<file path="src/design/shs_pkg.sv">
`default_nettype none
package shs_pkg;

    typedef logic [31:0] t_word;

    localparam int unsigned NUM_ROUNDS = 64;
    localparam int unsigned BLOCK_WORDS = 16;
    localparam int unsigned DIGEST_WORDS = 8;

    localparam t_word PAD_WORD = 32'h8000_0000;
    localparam logic [7:0] PAD_BYTE = 8'h80;
    localparam logic [2:0] FULL_BYTES = 3'd4;

    localparam t_word INIT_HASH [DIGEST_WORDS] = '{
        32'h6a09e667, 32'hbb67ae85, 32'h3c6ef372, 32'ha54ff53a,
        32'h510e527f, 32'h9b05688c, 32'h1f83d9ab, 32'h5be0cd19
    };

    localparam t_word ROUND_K [NUM_ROUNDS] = '{
        32'h428a2f98, 32'h71374491, 32'hb5c0fbcf, 32'he9b5dba5,
        32'h3956c25b, 32'h59f111f1, 32'h923f82a4, 32'hab1c5ed5,
        32'hd807aa98, 32'h12835b01, 32'h243185be, 32'h550c7dc3,
        32'h72be5d74, 32'h80deb1fe, 32'h9bdc06a7, 32'hc19bf174,
        32'he49b69c1, 32'hefbe4786, 32'h0fc19dc6, 32'h240ca1cc,
        32'h2de92c6f, 32'h4a7484aa, 32'h5cb0a9dc, 32'h76f988da,
        32'h983e5152, 32'ha831c66d, 32'hb00327c8, 32'hbf597fc7,
        32'hc6e00bf3, 32'hd5a79147, 32'h06ca6351, 32'h14292967,
        32'h27b70a85, 32'h2e1b2138, 32'h4d2c6dfc, 32'h53380d13,
        32'h650a7354, 32'h766a0abb, 32'h81c2c92e, 32'h92722c85,
        32'ha2bfe8a1, 32'ha81a664b, 32'hc24b8b70, 32'hc76c51a3,
        32'hd192e819, 32'hd6990624, 32'hf40e3585, 32'h106aa070,
        32'h19a4c116, 32'h1e376c08, 32'h2748774c, 32'h34b0bcb5,
        32'h391c0cb3, 32'h4ed8aa4a, 32'h5b9cca4f, 32'h682e6ff3,
        32'h748f82ee, 32'h78a5636f, 32'h84c87814, 32'h8cc70208,
        32'h90befffa, 32'ha4506ceb, 32'hbef9a3f7, 32'hc67178f2
    };

    typedef enum logic [2:0] {
        ST_IDLE,
        ST_PAD,
        ST_ROUND,
        ST_FOLD,
        ST_OUT
    } t_state;

    typedef struct packed {
        logic push;
        logic step;
        logic extend;
    } t_sched_ctl;

    typedef struct packed {
        logic init;
        logic step;
        logic fold;
        logic rearm;
    } t_round_ctl;

    function automatic t_word rotr(input t_word x, input int unsigned n);
        rotr = (x >> n) | (x << (32 - n));
    endfunction

    function automatic t_word ssig0(input t_word x);
        ssig0 = rotr(x, 7) ^ rotr(x, 18) ^ (x >> 3);
    endfunction

    function automatic t_word ssig1(input t_word x);
        ssig1 = rotr(x, 17) ^ rotr(x, 19) ^ (x >> 10);
    endfunction

    function automatic t_word bsig0(input t_word x);
        bsig0 = rotr(x, 2) ^ rotr(x, 13) ^ rotr(x, 22);
    endfunction

    function automatic t_word bsig1(input t_word x);
        bsig1 = rotr(x, 6) ^ rotr(x, 11) ^ rotr(x, 25);
    endfunction

endpackage
`default_nettype wire

</file>
<file path="src/design/shs_sched.sv">
`default_nettype none
module shs_sched (
    input  wire logic               i_clk,
    input  wire shs_pkg::t_sched_ctl i_ctl,
    input  wire shs_pkg::t_word     i_push_word,
    output shs_pkg::t_word          o_w
);
    import shs_pkg::*;

    // r_win[0] is the oldest word, r_win[15] the newest
    t_word r_win [BLOCK_WORDS];
    t_word n_w;
    t_word shift_in;

    always_comb begin
        if (i_ctl.extend) begin
            n_w = ssig1(r_win[14]) + r_win[9] + ssig0(r_win[1]) + r_win[0];
        end else begin
            // first sixteen rounds rotate the loaded words through
            n_w = r_win[0];
        end
        shift_in = i_ctl.push ? i_push_word : n_w;
    end

    always_ff @(posedge i_clk) begin
        if (i_ctl.push || i_ctl.step) begin
            for (int k = 0; k < BLOCK_WORDS - 1; k++) begin
                r_win[k] <= r_win[k + 1];
            end
            r_win[BLOCK_WORDS - 1] <= shift_in;
        end
    end

    assign o_w = n_w;

endmodule
`default_nettype wire

</file>
<file path="src/design/shs_round.sv">
`default_nettype none
module shs_round (
    input  wire logic                i_clk,
    input  wire logic                i_rst_n,
    input  wire shs_pkg::t_round_ctl i_ctl,
    input  wire shs_pkg::t_word      i_k,
    input  wire shs_pkg::t_word      i_w,
    output shs_pkg::t_word           o_chain [shs_pkg::DIGEST_WORDS]
);
    import shs_pkg::*;

    t_word r_chain [DIGEST_WORDS];
    t_word r_wv [DIGEST_WORDS];
    t_word t1;
    t_word t2;

    always_comb begin
        t1 = r_wv[7] + bsig1(r_wv[4]) + ((r_wv[4] & r_wv[5]) ^ (~r_wv[4] & r_wv[6]))
           + i_k + i_w;
        t2 = bsig0(r_wv[0])
           + ((r_wv[0] & r_wv[1]) ^ (r_wv[0] & r_wv[2]) ^ (r_wv[1] & r_wv[2]));
    end

    always_ff @(posedge i_clk) begin
        if (i_ctl.init) begin
            r_wv <= r_chain;
        end else if (i_ctl.step) begin
            r_wv[7] <= r_wv[6];
            r_wv[6] <= r_wv[5];
            r_wv[5] <= r_wv[4];
            r_wv[4] <= r_wv[3] + t1;
            r_wv[3] <= r_wv[2];
            r_wv[2] <= r_wv[1];
            r_wv[1] <= r_wv[0];
            r_wv[0] <= t1 + t2;
        end
    end

    always_ff @(posedge i_clk) begin
        if (!i_rst_n || i_ctl.rearm) begin
            r_chain <= INIT_HASH;
        end else if (i_ctl.fold) begin
            for (int k = 0; k < DIGEST_WORDS; k++) begin
                r_chain[k] <= r_chain[k] + r_wv[k];
            end
        end
    end

    assign o_chain = r_chain;

endmodule
`default_nettype wire

</file>
<file path="src/design/sha256_stream_hasher_top.sv">
`default_nettype none
// Channel  | Handshake           | Beat fields
// ---------+---------------------+---------------------------------------------
// input    | i_valid / o_ready   | i_message_word, i_valid_bytes, i_last_word
// output   | o_valid / i_ready   | o_digest_word, o_digest_index, o_digest_last
//
// Each accepted message word enters the schedule; the word that completes a
// 16-word block adds 64 rounds and one fold in the shared round unit (one round
// per cycle). The last word then pushes pad words one per cycle, with one or
// two further compressions, before eight digest beats. o_ready is high only
// when idle. Synchronous active-low reset restores the initial hash words,
// clears the word count and the bit length.
module sha256_stream_hasher_top (
    input  wire logic        i_clk,
    input  wire logic        i_rst_n,
    input  wire logic        i_valid,
    output logic             o_ready,
    input  wire logic [31:0] i_message_word,
    input  wire logic [2:0]  i_valid_bytes,
    input  wire logic        i_last_word,
    output logic             o_valid,
    input  wire logic        i_ready,
    output logic [31:0]      o_digest_word,
    output logic [2:0]       o_digest_index,
    output logic             o_digest_last
);
    import shs_pkg::*;

    t_state      r_state, n_state;
    logic [3:0]  r_cnt, n_cnt;
    logic [63:0] r_len, n_len;
    logic [5:0]  r_round, n_round;
    logic [2:0]  r_oidx, n_oidx;
    logic        r_need80, n_need80;
    logic        r_hi_done, n_hi_done;
    logic        r_done, n_done;
    logic        r_padding, n_padding;

    t_sched_ctl  sched_ctl;
    t_round_ctl  round_ctl;
    t_word       push_word;
    t_word       sched_w;
    t_word       chain [DIGEST_WORDS];
    logic [2:0]  nb_sat;
    t_word       first_pad;

    shs_sched u_sched (
        .i_clk       (i_clk),
        .i_ctl       (sched_ctl),
        .i_push_word (push_word),
        .o_w         (sched_w)
    );

    shs_round u_round (
        .i_clk   (i_clk),
        .i_rst_n (i_rst_n),
        .i_ctl   (round_ctl),
        .i_k     (ROUND_K[r_round]),
        .i_w     (sched_w),
        .o_chain (chain)
    );

    always_comb begin
        nb_sat = (i_valid_bytes > FULL_BYTES) ? FULL_BYTES : i_valid_bytes;
        unique case (nb_sat)
            3'd0:    first_pad = PAD_WORD;
            3'd1:    first_pad = {i_message_word[31:24], PAD_BYTE, 16'h0000};
            3'd2:    first_pad = {i_message_word[31:16], PAD_BYTE, 8'h00};
            3'd3:    first_pad = {i_message_word[31:8], PAD_BYTE};
            default: first_pad = i_message_word;
        endcase
    end

    always_ff @(posedge i_clk) begin
        if (!i_rst_n) begin
            r_state   <= ST_IDLE;
            r_cnt     <= '0;
            r_len     <= '0;
            r_round   <= '0;
            r_oidx    <= '0;
            r_need80  <= 1'b0;
            r_hi_done <= 1'b0;
            r_done    <= 1'b0;
            r_padding <= 1'b0;
        end else begin
            r_state   <= n_state;
            r_cnt     <= n_cnt;
            r_len     <= n_len;
            r_round   <= n_round;
            r_oidx    <= n_oidx;
            r_need80  <= n_need80;
            r_hi_done <= n_hi_done;
            r_done    <= n_done;
            r_padding <= n_padding;
        end
    end

    always_comb begin
        n_state   = r_state;
        n_cnt     = r_cnt;
        n_len     = r_len;
        n_round   = r_round;
        n_oidx    = r_oidx;
        n_need80  = r_need80;
        n_hi_done = r_hi_done;
        n_done    = r_done;
        n_padding = r_padding;
        sched_ctl = '0;
        round_ctl = '0;
        push_word = '0;
        o_ready   = (r_state == ST_IDLE);
        o_valid   = (r_state == ST_OUT);

        unique case (r_state)
            ST_IDLE: begin
                if (i_valid) begin
                    sched_ctl.push = 1'b1;
                    n_cnt = r_cnt + 4'd1;
                    if (i_last_word) begin
                        n_len     = r_len + {58'd0, nb_sat, 3'b000};
                        n_need80  = (nb_sat == FULL_BYTES);
                        n_padding = 1'b1;
                        push_word = first_pad;
                    end else begin
                        n_len     = r_len + 64'd32;
                        push_word = i_message_word;
                    end
                    if (r_cnt == 4'd15) begin
                        round_ctl.init = 1'b1;
                        n_round = '0;
                        n_state = ST_ROUND;
                    end else if (i_last_word) begin
                        n_state = ST_PAD;
                    end
                end
            end
            ST_PAD: begin
                sched_ctl.push = 1'b1;
                n_cnt = r_cnt + 4'd1;
                if (r_need80) begin
                    push_word = PAD_WORD;
                    n_need80 = 1'b0;
                end else if (r_cnt == 4'd14) begin
                    push_word = r_len[63:32];
                    n_hi_done = 1'b1;
                end else if (r_cnt == 4'd15 && r_hi_done) begin
                    push_word = r_len[31:0];
                    n_done = 1'b1;
                end else begin
                    push_word = '0;
                end
                if (r_cnt == 4'd15) begin
                    round_ctl.init = 1'b1;
                    n_round = '0;
                    n_state = ST_ROUND;
                end
            end
            ST_ROUND: begin
                sched_ctl.step   = 1'b1;
                sched_ctl.extend = (r_round[5:4] != 2'b00);
                round_ctl.step   = 1'b1;
                n_round = r_round + 6'd1;
                if (r_round == 6'(NUM_ROUNDS - 1)) begin
                    n_state = ST_FOLD;
                end
            end
            ST_FOLD: begin
                round_ctl.fold = 1'b1;
                if (r_done) begin
                    n_oidx  = '0;
                    n_state = ST_OUT;
                end else if (r_padding) begin
                    n_state = ST_PAD;
                end else begin
                    n_state = ST_IDLE;
                end
            end
            ST_OUT: begin
                if (i_ready) begin
                    n_oidx = r_oidx + 3'd1;
                    if (r_oidx == 3'(DIGEST_WORDS - 1)) begin
                        round_ctl.rearm = 1'b1;
                        n_cnt     = '0;
                        n_len     = '0;
                        n_need80  = 1'b0;
                        n_hi_done = 1'b0;
                        n_done    = 1'b0;
                        n_padding = 1'b0;
                        n_state   = ST_IDLE;
                    end
                end
            end
            default: begin
                n_state = ST_IDLE;
            end
        endcase
    end

    assign o_digest_word  = chain[r_oidx];
    assign o_digest_index = r_oidx;
    assign o_digest_last  = (r_oidx == 3'(DIGEST_WORDS - 1));

endmodule
`default_nettype wire

</file>
<file path="config.mk">
export PLATFORM = sky130hd
export DESIGN_NAME = sha256_stream_hasher_top
export DESIGN_NICKNAME = d
export VERILOG_FILES = /design/src/design/shs_pkg.sv /design/src/design/shs_sched.sv /design/src/design/shs_round.sv /design/src/design/sha256_stream_hasher_top.sv
export SDC_FILE = /design/constraint.sdc
export NUM_CORES = 2
export LEC_CHECK = 0
export BUFFER_PORTS_ARGS = -buffer_cell sky130_fd_sc_hd__buf_2
export CELL_PAD_IN_SITES_DETAIL_PLACEMENT = 1
export CELL_PAD_IN_SITES_GLOBAL_PLACEMENT = 1
export CORE_ASPECT_RATIO = 2
export CORE_MARGIN = 1
export CORE_UTILIZATION = 28
export CTS_CLUSTER_DIAMETER = 120
export DETAILED_ROUTE_END_ITERATION = 7
export PLACE_DENSITY = 0.47
export REMOVE_ABC_BUFFERS = 1
export SLEW_MARGIN = 0
export SYNTH_ARGS = -nofsm -noshare
export SYNTH_HDL_FRONTEND = slang
export SYNTH_SLANG_ARGS = --single-unit
</file>
<file path="constraint.sdc">
create_clock -name i_clk -period 17.28 [get_ports i_clk]
set_input_delay 3.456 -clock i_clk [delete_from_list [all_inputs] [get_ports i_clk]]
set_output_delay 3.456 -clock i_clk [all_outputs]
set_load 0.005 [all_outputs]
</file>
==> reports/qor.txt <==
drt via density: 5.19
Post-synth EDFFs: 768
Worst Hold End: u_sched.r_win[0][132]$_DFFE_PP_
#FFs+latches synth: 1105
global-route wire length before repair: 430 mm
Yosys cell types: 101
I/O pin count: 78
1st-iter DRT viols: 2655
post-synthesis async set-or-reset flop share: 0
initial antenna violation count: 8
final worst-path cycle share: 0.673
Max clock buf depth: 3
total congestion overflow: 0
unrepaired setup endpoints after global routing: false
register area share after synthesis: 0.432
share of the synthesized area in the top cell type: 0.334
CTS tree: yes
pin count of the biggest net entering global routing: 198
Post-synth top cells: 1137 x nand2_1, 768 x edfxtp_1, 522 x a21oi_1
Syn Inst Count: 6888
Max Cap Violations: 0
Initial DRT Pass Iterations: 5
Slew headroom: 0.0998
top_reg_cell synth: edfxtp_1
layout filler cell count: 27600
Port Buffers: 77
f_max: 86.0 MHz
Die X: 353 um
clock tree sinks: 1105
worst reg-to-reg path cell count: 43
nets: 7543
required time of the worst setup path: 17.78 ns
family with the most delay on the worst path: compound AO/OA/AOI/OAI gates
hold slack final: 0.409 ns
synth-to-layout area growth: 11.8%
vias in the first global route: 57900
DRT antenna net count: 0
Worst Setup End Kind: flip-flop
htree depth: 3
Initial Utilization: 0.282
CTS buffer count: 114
Die ar.: 249000 um2
Clock transition at path regs: 0.08 ns
Core Area: 245000 um2
run status: finished, final reports clean
area occupied by multi-input gates: 36800 um2
setup violators final: 0
CTS Hold Bufs: 0
clk_lat worst skew: 0.80 ns
Hold Fails Final Rpt: 0
flop2flop setup slack: 5.65 ns
Critical R2R Launch: u_sched.r_win[1][213]$_DFFE_PP_
hold_sp: u_sched.r_win[0][164]$_DFFE_PP_
setup bufs post-CTS: 0
post-cts resize count: 0
Synth area leaders: edfxtp_1 33%, dfxtp_1 9.8%, ha_1 7.4%, nand2_1 6.2%, fa_1 5.7%
Slew @ Worst Pin: 1.33 ns
Wirelength per Cell: 29.9 um
biggest area consumer among synthesized cells: edfxtp_1
hold path depth: 0
Syn Area/Cell: 10.0 um2
most frequent cell after synthesis: nand2_1
Hold Crit Class: flip-flop to flip-flop
synth warn: 0
reg2reg end: u_round.r_wv[253]$_DFFE_PP_
most frequent CP cell: a21oi_1
cell row count: 257
vias: 53200
clock skew: 0.0395 ns
DRC viols: 0
Final Critical Period: 11.63 ns
Arr. time, crit path: 12.14 ns
Slew Limit Fails: 0
post-DP HPWL: 241 mm
CP startpoint kind: flip-flop
Die Y: 704 um
CP peak stage delay: 0.64 ns
CP Buf/Inv Count: 4
synthesized cell area: 69000 um2
GPL Wtd Cong: 1.02
crit path kind: flip-flop to flip-flop
Post-Route WL: 307 mm
GRT Overall Usage: 0.244
share of cells above drive strength 1: 0.0809
FF/Latch Area: 29800 um2
crit-path max FO: 5
slowest stage cell, crit path: xnor2_1
clock root buffer: clkbuf_16
==> sequential cells by signal, indices dropped and copies added (netlist names) <==
| register | count |
|---|---|
| r_need80 | 1 |
| u_round.r_wv | 256 |
| r_hi_done | 1 |
| r_done | 1 |
| r_round | 6 |
| r_len | 61 |
| o_digest_index | 3 |
| r_cnt | 4 |
| u_sched.r_win | 512 |
| r_padding | 1 |
| r_state | 3 |
| u_round.o_chain | 256 |
==> area by class of cell <==
class	instances	share of cell area
multi-input combinational	5116	0.476
sequential	1105	0.386
tap	3237	0.0525
clock buffer	154	0.0413
timing repair buffer	214	0.0193
inverter	347	0.0169
clock inverter	60	0.00708
antenna	4	0.000130
==> kinds of logic after synthesis <==
| group | count (synthesis) | synth area share |
|---|---|---|
| AND/OR/NAND/NOR | 2051 | 0.130 |
| AO/OA/AOI/OAI | 1680 | 0.155 |
| flip-flops | 1105 | 0.432 |
| buffers and inverters | 667 | 0.0365 |
| adder cells (fa/ha/maj) | 623 | 0.134 |
| XOR/XNOR | 607 | 0.0774 |
| multiplexers | 155 | 0.0351 |
==> layer usage <==
| layer | wire length [um] | up-vias | GRT usage |
|---|---|---|---|
| li1 | - | 24500 | - |
| met1 | 96900 | 27000 | 0.216 |
| met2 | 171000 | 1038 | 0.482 |
| met3 | 7880 | 624 | 0.0245 |
| met4 | 31100 | 4 | 0.208 |
| met5 | 27 | - | 0 |
==> worst register-to-register path: cells and delay by family, from the launching register on <==
kind | cells | cell delay [ns]
and+or+nand+nor | 8 | 1.53
adders and majority gates | 8 | 3.44
buffers and inverters | 4 | 0.32
xor gates and xnor gates | 5 | 1.33
DFF | 1 | 0.48
AOI/OAI and AO/OA | 18 | 4.23
==> cells in the final DEF (no fill, tap or decap), types with 17 or more instances in the layout <==
master     Yosys  final
a21boi_0      22     22
and2_1        37     36
a21o_1       174    174
nand2b_1      70     70
o21ai_0      354    350
o211ai_1     108    108
a21oi_1      522    522
nand4_1       40     40
mux2i_1       51     51
o31ai_1       29     29
xor2_1       239    239
mux4_2        66     66
a22oi_1       37     37
nand3_1      103    103
clkinv_1       3     18
fa_1         197    197
and3_1        39     39
o221ai_1      35     35
maj3_1        18     18
clkbuf_16      0    116
nand2_1     1137   1133
xnor2_1      366    366
or3_1         51     51
a211oi_1      55     55
ha_1         408    408
clkinv_2       0     17
clkbuf_1     274     24
mux2_2        38     38
edfxtp_1     768    768
a31oi_1       42     42
or2_2         18     17
o21bai_1      51     51
dfxtp_1      337    330
buf_2          6     77
buf_4          2    131
nor2_1       363    359
nor3_1        71     71
inv_1        343    342
o21a_1        57     56
nor2b_1       66     65
==> metrics by stage <==
| stage | setup TNS (ns) | cells | setup slack [ns] | util | area (um2) |
|---|---|---|---|---|---|
| after floorplan | -8.75 | 6568 | -0.0342 | - | 67800 |
| after global placement | 0 | 10000 | 5.55 | 0.300 | 73400 |
| after detailed placement | 0 | 10000 | 5.65 | 0.300 | 73400 |
| after CTS | 0 | 10200 | 5.63 | 0.315 | 77200 |
| after global routing | 0 | 10200 | 5.08 | 0.315 | 77200 |
| final | 0 | 10200 | 5.65 | 0.315 | 77200 |
==> worst max path at each step <==
stage	startpoint	endpoint	slack [ns]	depth (start not counted)
2_1_floorplan	i_valid	u_round.r_wv[0]$_DFFE_PP_	-0.03	3
3_3_place_gp	u_sched.r_win[1][213]$_DFFE_PP_	u_round.r_wv[253]$_DFFE_PP_	5.55	43
3_5_place_dp	u_sched.r_win[1][211]$_DFFE_PP_	u_round.r_wv[253]$_DFFE_PP_	5.65	43
4_1_cts	u_sched.r_win[1][213]$_DFFE_PP_	u_round.r_wv[253]$_DFFE_PP_	5.63	43
5_1_grt	u_sched.r_win[1][213]$_DFFE_PP_	u_round.r_wv[253]$_DFFE_PP_	5.08	43
6_report	u_sched.r_win[1][213]$_DFFE_PP_	u_round.r_wv[253]$_DFFE_PP_	5.65	43
Power is left out: the tool's default activity adds up to more than one toggle a clock period on the data nets, which glitch-free logic cannot reach.
